### config.mk
export PLATFORM = sky130hd
export DESIGN_NAME = alpha_blend_to_ycbcr422_writer
export DESIGN_NICKNAME = d
export VERILOG_FILES = /design/src/rtl/aby_pkg.sv /design/src/rtl/aby_csc.sv /design/src/rtl/alpha_blend_to_ycbcr422_writer.sv
export SDC_FILE = /design/constraint.sdc
export NUM_CORES = 2
export LEC_CHECK = 0
export BUFFER_PORTS_ARGS = -buffer_cell sky130_fd_sc_hd__clkbuf_2
export CORE_ASPECT_RATIO = 1.25
export CORE_UTILIZATION = 60
export CTS_CLUSTER_DIAMETER = 40
export DETAILED_ROUTE_END_ITERATION = 10
export PLACE_DENSITY = 0.77
export SLEW_MARGIN = 20
export SYNTH_ARGS = -nofsm -noshare
export SYNTH_HDL_FRONTEND = slang
export SYNTH_HIERARCHICAL = 1
export SYNTH_SLANG_ARGS = --single-unit
### constraint.sdc
create_clock -name clk -period 12.29 [get_ports clk]
set_clock_uncertainty 0.1 [all_clocks]
set_input_delay 2.458 -clock clk [delete_from_list [all_inputs] [get_ports clk]]
set_output_delay 2.458 -clock clk [all_outputs]
set_load 0.02 [all_outputs]
### src/rtl/aby_pkg.sv
// Shared types, constants and helpers for the alpha blend to YCbCr 4:2:2 writer.
`default_nettype none
package aby_pkg;

  localparam int WordsPerLineDefault = 320;

  localparam int AddrW  = 20;
  localparam int CoordW = 11;
  localparam int CfgIdxW = 3;
  localparam int CfgDataW = 11;

  // Register indexes of the configuration port.
  typedef enum logic [CfgIdxW-1:0] {
    RegBgRed     = 3'd0,
    RegBgGreen   = 3'd1,
    RegBgBlue    = 3'd2,
    RegBufWidth  = 3'd3,
    RegBufHeight = 3'd4
  } cfg_reg_t;

  localparam logic [CoordW-1:0] BufWidthReset  = 11'd640;
  localparam logic [CoordW-1:0] BufHeightReset = 11'd480;

  localparam logic [7:0] AlphaOpaque = 8'hFF;

  // BT.601 integer coefficients.
  localparam int YNumW = 18;
  localparam int CNumW = 25;
  localparam logic [YNumW-1:0] YCoefR = 18'd299;
  localparam logic [YNumW-1:0] YCoefG = 18'd587;
  localparam logic [YNumW-1:0] YCoefB = 18'd114;
  localparam logic [CNumW-1:0] COffset  = 25'd12800000;
  localparam logic [CNumW-1:0] CCoefMain = 25'd50000;
  localparam logic [CNumW-1:0] CbCoefR = 25'd16874;
  localparam logic [CNumW-1:0] CbCoefG = 25'd33126;
  localparam logic [CNumW-1:0] CrCoefG = 25'd41869;
  localparam logic [CNumW-1:0] CrCoefB = 25'd8131;

  // Division by constants: q0 = (n * Recip) >> Shift undershoots the true
  // quotient by at most one, since n stays below 2**Shift.
  localparam logic [YNumW-1:0] YDiv = 18'd1000;
  localparam logic [CNumW-1:0] CDiv = 25'd100000;
  localparam int YShift = YNumW;
  localparam int CShift = CNumW;
  localparam int RecipW = 9;
  localparam logic [RecipW-1:0] YRecip = RecipW'((2 ** YShift) / 1000);
  localparam logic [RecipW-1:0] CRecip = RecipW'((2 ** CShift) / 100000);

  typedef struct packed {
    logic [7:0]        red;
    logic [7:0]        green;
    logic [7:0]        blue;
    logic [7:0]        alpha;
    logic [CoordW-1:0] dest_x;
    logic [CoordW-1:0] dest_y;
  } pix_in_t;

  typedef struct packed {
    logic [AddrW-1:0] word_addr;
    logic [31:0]      pixel_word;
  } pix_out_t;

  // Blended color and address handed to the conversion pipeline.
  typedef struct packed {
    logic [7:0]       red;
    logic [7:0]       green;
    logic [7:0]       blue;
    logic [AddrW-1:0] word_addr;
  } csc_in_t;

  // ((a+1)*c + (256-a)*bg) >> 8; the two weights sum to 257, so 17 bits hold it.
  function automatic logic [7:0] blend(input logic [7:0] a, input logic [7:0] c,
                                       input logic [7:0] bg);
    logic [8:0]  wf;
    logic [8:0]  wb;
    logic [16:0] sum;
    wf  = {1'b0, a} + 9'd1;
    wb  = 9'd256 - {1'b0, a};
    sum = 17'(wf) * 17'(c) + 17'(wb) * 17'(bg);
    return sum[15:8];
  endfunction

endpackage
`default_nettype wire

### src/rtl/aby_csc.sv
// Pipelined BT.601 color conversion and Y-Cb-Y-Cr word packing.
`default_nettype none
module aby_csc (
  input  logic             clk,
  input  logic             rst,
  input  logic             in_valid,
  output logic             in_ready,
  input  aby_pkg::csc_in_t in_data,
  output logic             out_valid,
  input  logic             out_ready,
  output aby_pkg::pix_out_t out_data
);

  localparam int YNumW = aby_pkg::YNumW;
  localparam int CNumW = aby_pkg::CNumW;
  localparam int RecipW = aby_pkg::RecipW;
  localparam int YProdW = YNumW + RecipW;
  localparam int CProdW = CNumW + RecipW;

  // Stage 2: numerators.
  logic                    s2_valid;
  logic                    s2_ready;
  logic [YNumW-1:0]        s2_y_num;
  logic [CNumW-1:0]        s2_cb_num;
  logic [CNumW-1:0]        s2_cr_num;
  logic [aby_pkg::AddrW-1:0] s2_addr;

  // Stage 3: estimated quotients.
  logic                    s3_valid;
  logic                    s3_ready;
  logic [YNumW-1:0]        s3_y_num;
  logic [CNumW-1:0]        s3_cb_num;
  logic [CNumW-1:0]        s3_cr_num;
  logic [7:0]              s3_y_q0;
  logic [7:0]              s3_cb_q0;
  logic [7:0]              s3_cr_q0;
  logic [aby_pkg::AddrW-1:0] s3_addr;

  // Stage 4: output register.
  logic                    s4_ready;

  logic [YNumW-1:0]  y_num_next;
  logic [CNumW-1:0]  cb_num_next;
  logic [CNumW-1:0]  cr_num_next;
  logic [YProdW-1:0] y_prod;
  logic [CProdW-1:0] cb_prod;
  logic [CProdW-1:0] cr_prod;
  logic [YNumW-1:0]  y_rem;
  logic [CNumW-1:0]  cb_rem;
  logic [CNumW-1:0]  cr_rem;
  logic [7:0]        y_q;
  logic [7:0]        cb_q;
  logic [7:0]        cr_q;

  assign s4_ready = !out_valid || out_ready;
  assign s3_ready = !s3_valid || s4_ready;
  assign s2_ready = !s2_valid || s3_ready;
  assign in_ready = s2_ready;

  always_comb begin
    y_num_next = aby_pkg::YCoefR * YNumW'(in_data.red)
               + aby_pkg::YCoefG * YNumW'(in_data.green)
               + aby_pkg::YCoefB * YNumW'(in_data.blue);
    // Both chroma numerators stay at or above 50000, so no wrap occurs.
    cb_num_next = aby_pkg::COffset + aby_pkg::CCoefMain * CNumW'(in_data.blue)
                - aby_pkg::CbCoefR * CNumW'(in_data.red)
                - aby_pkg::CbCoefG * CNumW'(in_data.green);
    cr_num_next = aby_pkg::COffset + aby_pkg::CCoefMain * CNumW'(in_data.red)
                - aby_pkg::CrCoefG * CNumW'(in_data.green)
                - aby_pkg::CrCoefB * CNumW'(in_data.blue);
  end

  always_comb begin
    y_prod  = YProdW'(s2_y_num) * YProdW'(aby_pkg::YRecip);
    cb_prod = CProdW'(s2_cb_num) * CProdW'(aby_pkg::CRecip);
    cr_prod = CProdW'(s2_cr_num) * CProdW'(aby_pkg::CRecip);
  end

  always_comb begin
    y_rem  = s3_y_num - YNumW'(s3_y_q0) * aby_pkg::YDiv;
    cb_rem = s3_cb_num - CNumW'(s3_cb_q0) * aby_pkg::CDiv;
    cr_rem = s3_cr_num - CNumW'(s3_cr_q0) * aby_pkg::CDiv;
    y_q  = s3_y_q0 + 8'(y_rem >= aby_pkg::YDiv);
    cb_q = s3_cb_q0 + 8'(cb_rem >= aby_pkg::CDiv);
    cr_q = s3_cr_q0 + 8'(cr_rem >= aby_pkg::CDiv);
  end

  always_ff @(posedge clk) begin
    if (rst) begin
      s2_valid  <= 1'b0;
      s3_valid  <= 1'b0;
      out_valid <= 1'b0;
    end else begin
      if (s2_ready) s2_valid <= in_valid;
      if (s3_ready) s3_valid <= s2_valid;
      if (s4_ready) out_valid <= s3_valid;
    end
  end

  always_ff @(posedge clk) begin
    if (s2_ready) begin
      s2_y_num  <= y_num_next;
      s2_cb_num <= cb_num_next;
      s2_cr_num <= cr_num_next;
      s2_addr   <= in_data.word_addr;
    end
    if (s3_ready) begin
      s3_y_num  <= s2_y_num;
      s3_cb_num <= s2_cb_num;
      s3_cr_num <= s2_cr_num;
      s3_y_q0   <= y_prod[aby_pkg::YShift +: 8];
      s3_cb_q0  <= cb_prod[aby_pkg::CShift +: 8];
      s3_cr_q0  <= cr_prod[aby_pkg::CShift +: 8];
      s3_addr   <= s2_addr;
    end
    if (s4_ready) begin
      out_data.word_addr  <= s3_addr;
      out_data.pixel_word <= {y_q, cb_q, y_q, cr_q};
    end
  end

  // The reciprocal estimate never overshoots and misses by at most one.
  a_y_est: assert property (@(posedge clk) disable iff (rst)
    s3_valid |-> (y_rem < 2 * aby_pkg::YDiv) && (YNumW'(s3_y_q0) * aby_pkg::YDiv <= s3_y_num))
    else $error("luma quotient estimate out of range");

  a_c_est: assert property (@(posedge clk) disable iff (rst)
    s3_valid |-> (cb_rem < 2 * aby_pkg::CDiv) && (cr_rem < 2 * aby_pkg::CDiv))
    else $error("chroma quotient estimate out of range");

  a_hold: assert property (@(posedge clk) disable iff (rst)
    s2_valid && !s2_ready |=> s2_valid && $stable(s2_y_num) && $stable(s2_addr))
    else $error("stalled request lost in stage two");

  a_full: assert property (@(posedge clk) disable iff (rst)
    !in_ready |-> out_valid && !out_ready && s3_valid && s2_valid)
    else $error("input stalled while the pipeline has room");

endmodule
`default_nettype wire

### src/rtl/alpha_blend_to_ycbcr422_writer.sv
// Top level: configuration registers, clipping, alpha blend and address stage.
//
//   channel | signals                                  | direction
//   src     | src_valid, src_ready, src (pix_in_t)     | pixel requests in
//   dst     | dst_valid, dst_ready, dst (pix_out_t)    | frame buffer word requests out
//   cfg     | cfg_valid, cfg_ready, cfg_index, cfg_data| register writes in
//
// One pixel enters per clock while src_ready is high; a kept pixel passes the blend/address,
// numerator, reciprocal and correction stage registers in that order before it appears at dst.
// Dropped pixels leave a bubble and produce no request. cfg_ready is always high.
// Reset (rst, synchronous) empties the pipeline and loads the register defaults.
// A stall at dst fills the stages one by one; src_ready falls only when all are full.
`default_nettype none
module alpha_blend_to_ycbcr422_writer #(
  parameter int WORDS_PER_LINE = aby_pkg::WordsPerLineDefault
) (
  input  logic                          clk,
  input  logic                          rst,
  input  logic                          src_valid,
  output logic                          src_ready,
  input  aby_pkg::pix_in_t              src,
  output logic                          dst_valid,
  input  logic                          dst_ready,
  output aby_pkg::pix_out_t             dst,
  input  logic                          cfg_valid,
  output logic                          cfg_ready,
  input  logic [aby_pkg::CfgIdxW-1:0]   cfg_index,
  input  logic [aby_pkg::CfgDataW-1:0]  cfg_data
);

  localparam int CoordW = aby_pkg::CoordW;
  localparam int ProdW  = 2 * CoordW;

  logic [7:0]        bg_red;
  logic [7:0]        bg_green;
  logic [7:0]        bg_blue;
  logic [CoordW-1:0] buf_width;
  logic [CoordW-1:0] buf_height;

  logic              s1_valid;
  logic              s1_ready;
  aby_pkg::csc_in_t  s1;
  aby_pkg::csc_in_t  s1_next;
  logic              keep;
  logic [ProdW-1:0]  addr_full;

  assign cfg_ready = 1'b1;

  always_ff @(posedge clk) begin
    if (rst) begin
      bg_red     <= 8'd0;
      bg_green   <= 8'd0;
      bg_blue    <= 8'd0;
      buf_width  <= aby_pkg::BufWidthReset;
      buf_height <= aby_pkg::BufHeightReset;
    end else if (cfg_valid) begin
      unique case (cfg_index)
        aby_pkg::RegBgRed:     bg_red     <= cfg_data[7:0];
        aby_pkg::RegBgGreen:   bg_green   <= cfg_data[7:0];
        aby_pkg::RegBgBlue:    bg_blue    <= cfg_data[7:0];
        aby_pkg::RegBufWidth:  buf_width  <= cfg_data;
        aby_pkg::RegBufHeight: buf_height <= cfg_data;
        default: ;
      endcase
    end
  end

  always_comb begin
    keep = (src.dest_x < buf_width) && (src.dest_y < buf_height) && (src.alpha != 8'd0);
    addr_full = ProdW'(src.dest_y) * ProdW'(WORDS_PER_LINE)
              + ProdW'(src.dest_x[CoordW-1:1]);
    s1_next.word_addr = addr_full[aby_pkg::AddrW-1:0];
    if (src.alpha == aby_pkg::AlphaOpaque) begin
      s1_next.red   = src.red;
      s1_next.green = src.green;
      s1_next.blue  = src.blue;
    end else begin
      s1_next.red   = aby_pkg::blend(src.alpha, src.red, bg_red);
      s1_next.green = aby_pkg::blend(src.alpha, src.green, bg_green);
      s1_next.blue  = aby_pkg::blend(src.alpha, src.blue, bg_blue);
    end
  end

  assign src_ready = s1_ready;

  logic csc_ready;
  assign s1_ready = !s1_valid || csc_ready;

  always_ff @(posedge clk) begin
    if (rst) begin
      s1_valid <= 1'b0;
    end else if (s1_ready) begin
      s1_valid <= src_valid && keep;
    end
  end

  always_ff @(posedge clk) begin
    if (s1_ready) s1 <= s1_next;
  end

  aby_csc u_csc (
    .clk       (clk),
    .rst       (rst),
    .in_valid  (s1_valid),
    .in_ready  (csc_ready),
    .in_data   (s1),
    .out_valid (dst_valid),
    .out_ready (dst_ready),
    .out_data  (dst)
  );

endmodule
`default_nettype wire
==> out/qor.csv <==
stage,metric,value,unit
floorplan,FP Rows,125,
hold_path,hold crit path type,flop to flop,
place,port buffer count,126,
setup_path,critical path class,input pin to flop,
place,Placed Instances,7032,
final_layout,Fill cells,7335,
detailed_routing,vias per inst,5.54,
logic_synthesis,Compound-Gate Fraction of Synth Area,7.46,%
cts,Max Buffers Root-to-Sink,3,
cts,root buffer cell,clkbuf_16,
cts,Resized cells post-CTS,0,
timing,minimum clock period,9.76,ns
final_layout,layout cell share with drive strength beyond 1,4.95,%
logic_synthesis,"top cells by count, synth","inv_1 (1385), ha_1 (1077), fa_1 (801)",
logic_synthesis,largest family of logic cells by synthesized area,adder cells,
floorplan,die width,278,um
global_routing,initial antenna violation count,0,
logic_synthesis,adder-cell share of the synthesized area,51.8,%
final_layout,Non-Filler Instances,7127,
logic_synthesis,Yosys cell types,90,
detailed_routing,drt wl/cell,17.7,um
floorplan,Placeable Area,93500,um^2
floorplan,die area,96100,um^2
final_layout,nets,7830,
run_status,status,"complete, no violations",
global_routing,global-route wire length before repair,207000,um
logic_synthesis,Synth top area share,28.2,%
logic_synthesis,top_reg_cell synth,edfxtp_1,
timing,Hold Fails Final Rpt,0,
setup_path,crit path DAT,10.00,ns
cts,H-tree levels,2,
timing,FMAX,102,MHz
logic_synthesis,"EDFF count, synth",273,
logic_synthesis,Cells after Synth,5771,
logic_synthesis,"top cells by area, synth","fa_1 (28%), ha_1 (24%), edfxtp_1 (14%)",
global_routing,GRT Total Usage,26.9,%
logic_synthesis,post-synthesis mux area share,0.0725,%
cts,"Clk pin slew, worst setup/hold paths",0.06,ns
detailed_routing,routed vias,39500,
logic_synthesis,Synth Area in XOR/XNOR,4.60,%
logic_synthesis,Synth Area in Simple Gates,9.98,%
final_layout,antenna diode count,0,
timing,setup violators final,0,
cts,clk_lat worst skew,0.64,ns
logic_synthesis,Synthesized Nets,7722,
timing,Tightest Pin Transition,1.15,ns
floorplan,num ports,128,
setup_path,CP Capture Type,flop,
logic_synthesis,leading area contributor after synthesis,fa_1,
detailed_routing,TritonRoute pass-1 iters,5,
global_routing,remaining global-route overflow,0,
logic_synthesis,asr flop ratio synth,0,%
place,Post-DP HPWL,106000,um
floorplan,initial core utilization,60.9,%
timing,RSZ-0062 raised after global routing,no,
timing,Fin Setup TNS,0,ns
timing,Worst slew margin,23.5,%
cts,CTS tree,yes,
logic_synthesis,"count leader, synth",inv_1,
cts,cts hold-fix bufs,0,
logic_synthesis,Mean Syn Cell Area,9.86,um^2
floorplan,Die Y,346,um
detailed_routing,# DRC,0,
logic_synthesis,synthesized cell area,56900,um^2
global_routing,pin count of the biggest net entering global routing,61,
place,GP Congestion,0.943,
setup_path,Critical Path Fanout Max,41,
final_layout,Area Growth Syn to Fin,6.69,%
setup_path,CP required,12.53,ns
detailed_routing,Routed Antenna Nets,0,
cts,Post-CTS Setup Inserts,0,
cts,Num CTS Buffers,51,
logic_synthesis,Ys Warns,6,
setup_path,startpoint types,input pin,
flow_run,MaxCap Viol Count,0,
logic_synthesis,post-synthesis register bit count,323,
logic_synthesis,register area share after synthesis,16.2,%
detailed_routing,drt total wl,126000,um
detailed_routing,initial DRC count,1810,
timing,Tcrit/Tclk final,79.4,%
cts,clock sink count,323,
global_routing,vias in the first global route,42700,
timing,Final Slew Violations,0,
[critical path, cell delays in order]
cell	delay [ns]
clkbuf_2	0.74
ha_1	0.36
nand3_1	0.15
nor2_1	0.27
xor2_2	0.91
nand2_1	0.19
fa_1	0.55
fa_1	0.55
inv_1	0.05
fa_1	0.48
fa_1	0.50
fa_1	0.50
inv_1	0.05
fa_1	0.47
inv_1	0.04
ha_1	0.28
o21ai_0	0.28
o32ai_2	0.19
o41ai_2	0.34
nor2b_1	0.09
or3_1	0.32
a31o_1	0.21
[worst paths after layout]
| kind | startpoint | to | slack [ns] | cells after the start |
|---|---|---|---|---|
| worst max register to register | s1[38] | u_csc/s2_cr_num[23] | 3.39 | 27 |
| worst min register to register | s1[2] | u_csc/s2_addr[2] | 0.32 | 0 |
| worst min-delay path | s1[2] | u_csc/s2_addr[2] | 0.32 | 0 |
| worst max-delay path | src[22] | s1[26] | 2.53 | 22 |
[metrics by stage]
stage,worst slack (ns),cell area (um^2),hold WS (ns),util [%]
4_1_cts,2.65,60700,0.315,64.9
6_report,2.53,60700,0.315,64.9
3_3_place_gp,2.17,58900,0.302,63.0
5_1_grt,2.18,60700,0.314,64.9
2_1_floorplan,3.75,56900,0.300,-
3_5_place_dp,1.99,58900,0.305,63.0
[cell type report]
cell class / instances / area [um^2] / share of cell area (%)
Sequential cell: 323 / 9200 / 15.1
Inverter: 1386 / 5200 / 8.57
Tap cell: 1206 / 1510 / 2.48
Multi-Input combinational cell: 3964 / 42200 / 69.5
Clock inverter: 35 / 420 / 0.692
Timing Repair Buffer: 153 / 833 / 1.37
Clock buffer: 60 / 1380 / 2.27
[flip-flops by register name (all words and copies together), names as in the netlist]
signal and count:
u_csc/s2_cb_num 23, buf_height 11, u_csc/s2_cr_num 25, u_csc/s2_addr 20, u_csc/s3_addr 20, u_csc/s3_cb_q0 8, u_csc/s3_valid 1, u_csc/out_valid 1
bg_green 8, u_csc/out_data 44, u_csc/s3_cb_num 20, u_csc/s3_y_num 15, bg_blue 8, buf_width 11, u_csc/s3_cr_q0 8, u_csc/s2_y_num 18
u_csc/s2_valid 1, s1 44, u_csc/s3_cr_num 20, u_csc/s3_y_q0 8, s1_valid 1, bg_red 8
[per-layer routing]
layer	up-vias	track usage (%)	part of all wire (%)	wire length (um)
li1	18700	-	-	-
met1	19600	29.3	38	47900
met2	927	50.9	53	66400
met3	357	3.03	4.0	5030
met4	0	14.1	5.6	7060
met5	-	0	0	0
[cell usage in the layout, fill, tap and decap left out, types with 76 or more instances in the layout]
cell,count
nor2_1,189
and2_1,253
edfxtp_1,273
nand2_1,348
xor2_1,76
clkbuf_2,126
ha_1,1077
inv_1,1383
xnor2_1,211
fa_1,801
a21oi_1,213
[kinds of logic (layout without fill, tap and decap cells)]
kind of cell    Yosys count  count (layout)
fa+ha+maj              1878            1878
buf+inv                1484            1634
mux                       4               4
flops                   323             323
simple gates           1134            1134
other cells               1               1
xor+xnor                297             297
compound gates          650             650
Power is not shown: default switching activity piles up to over one toggle a cycle in this logic, so the estimate is an artifact.
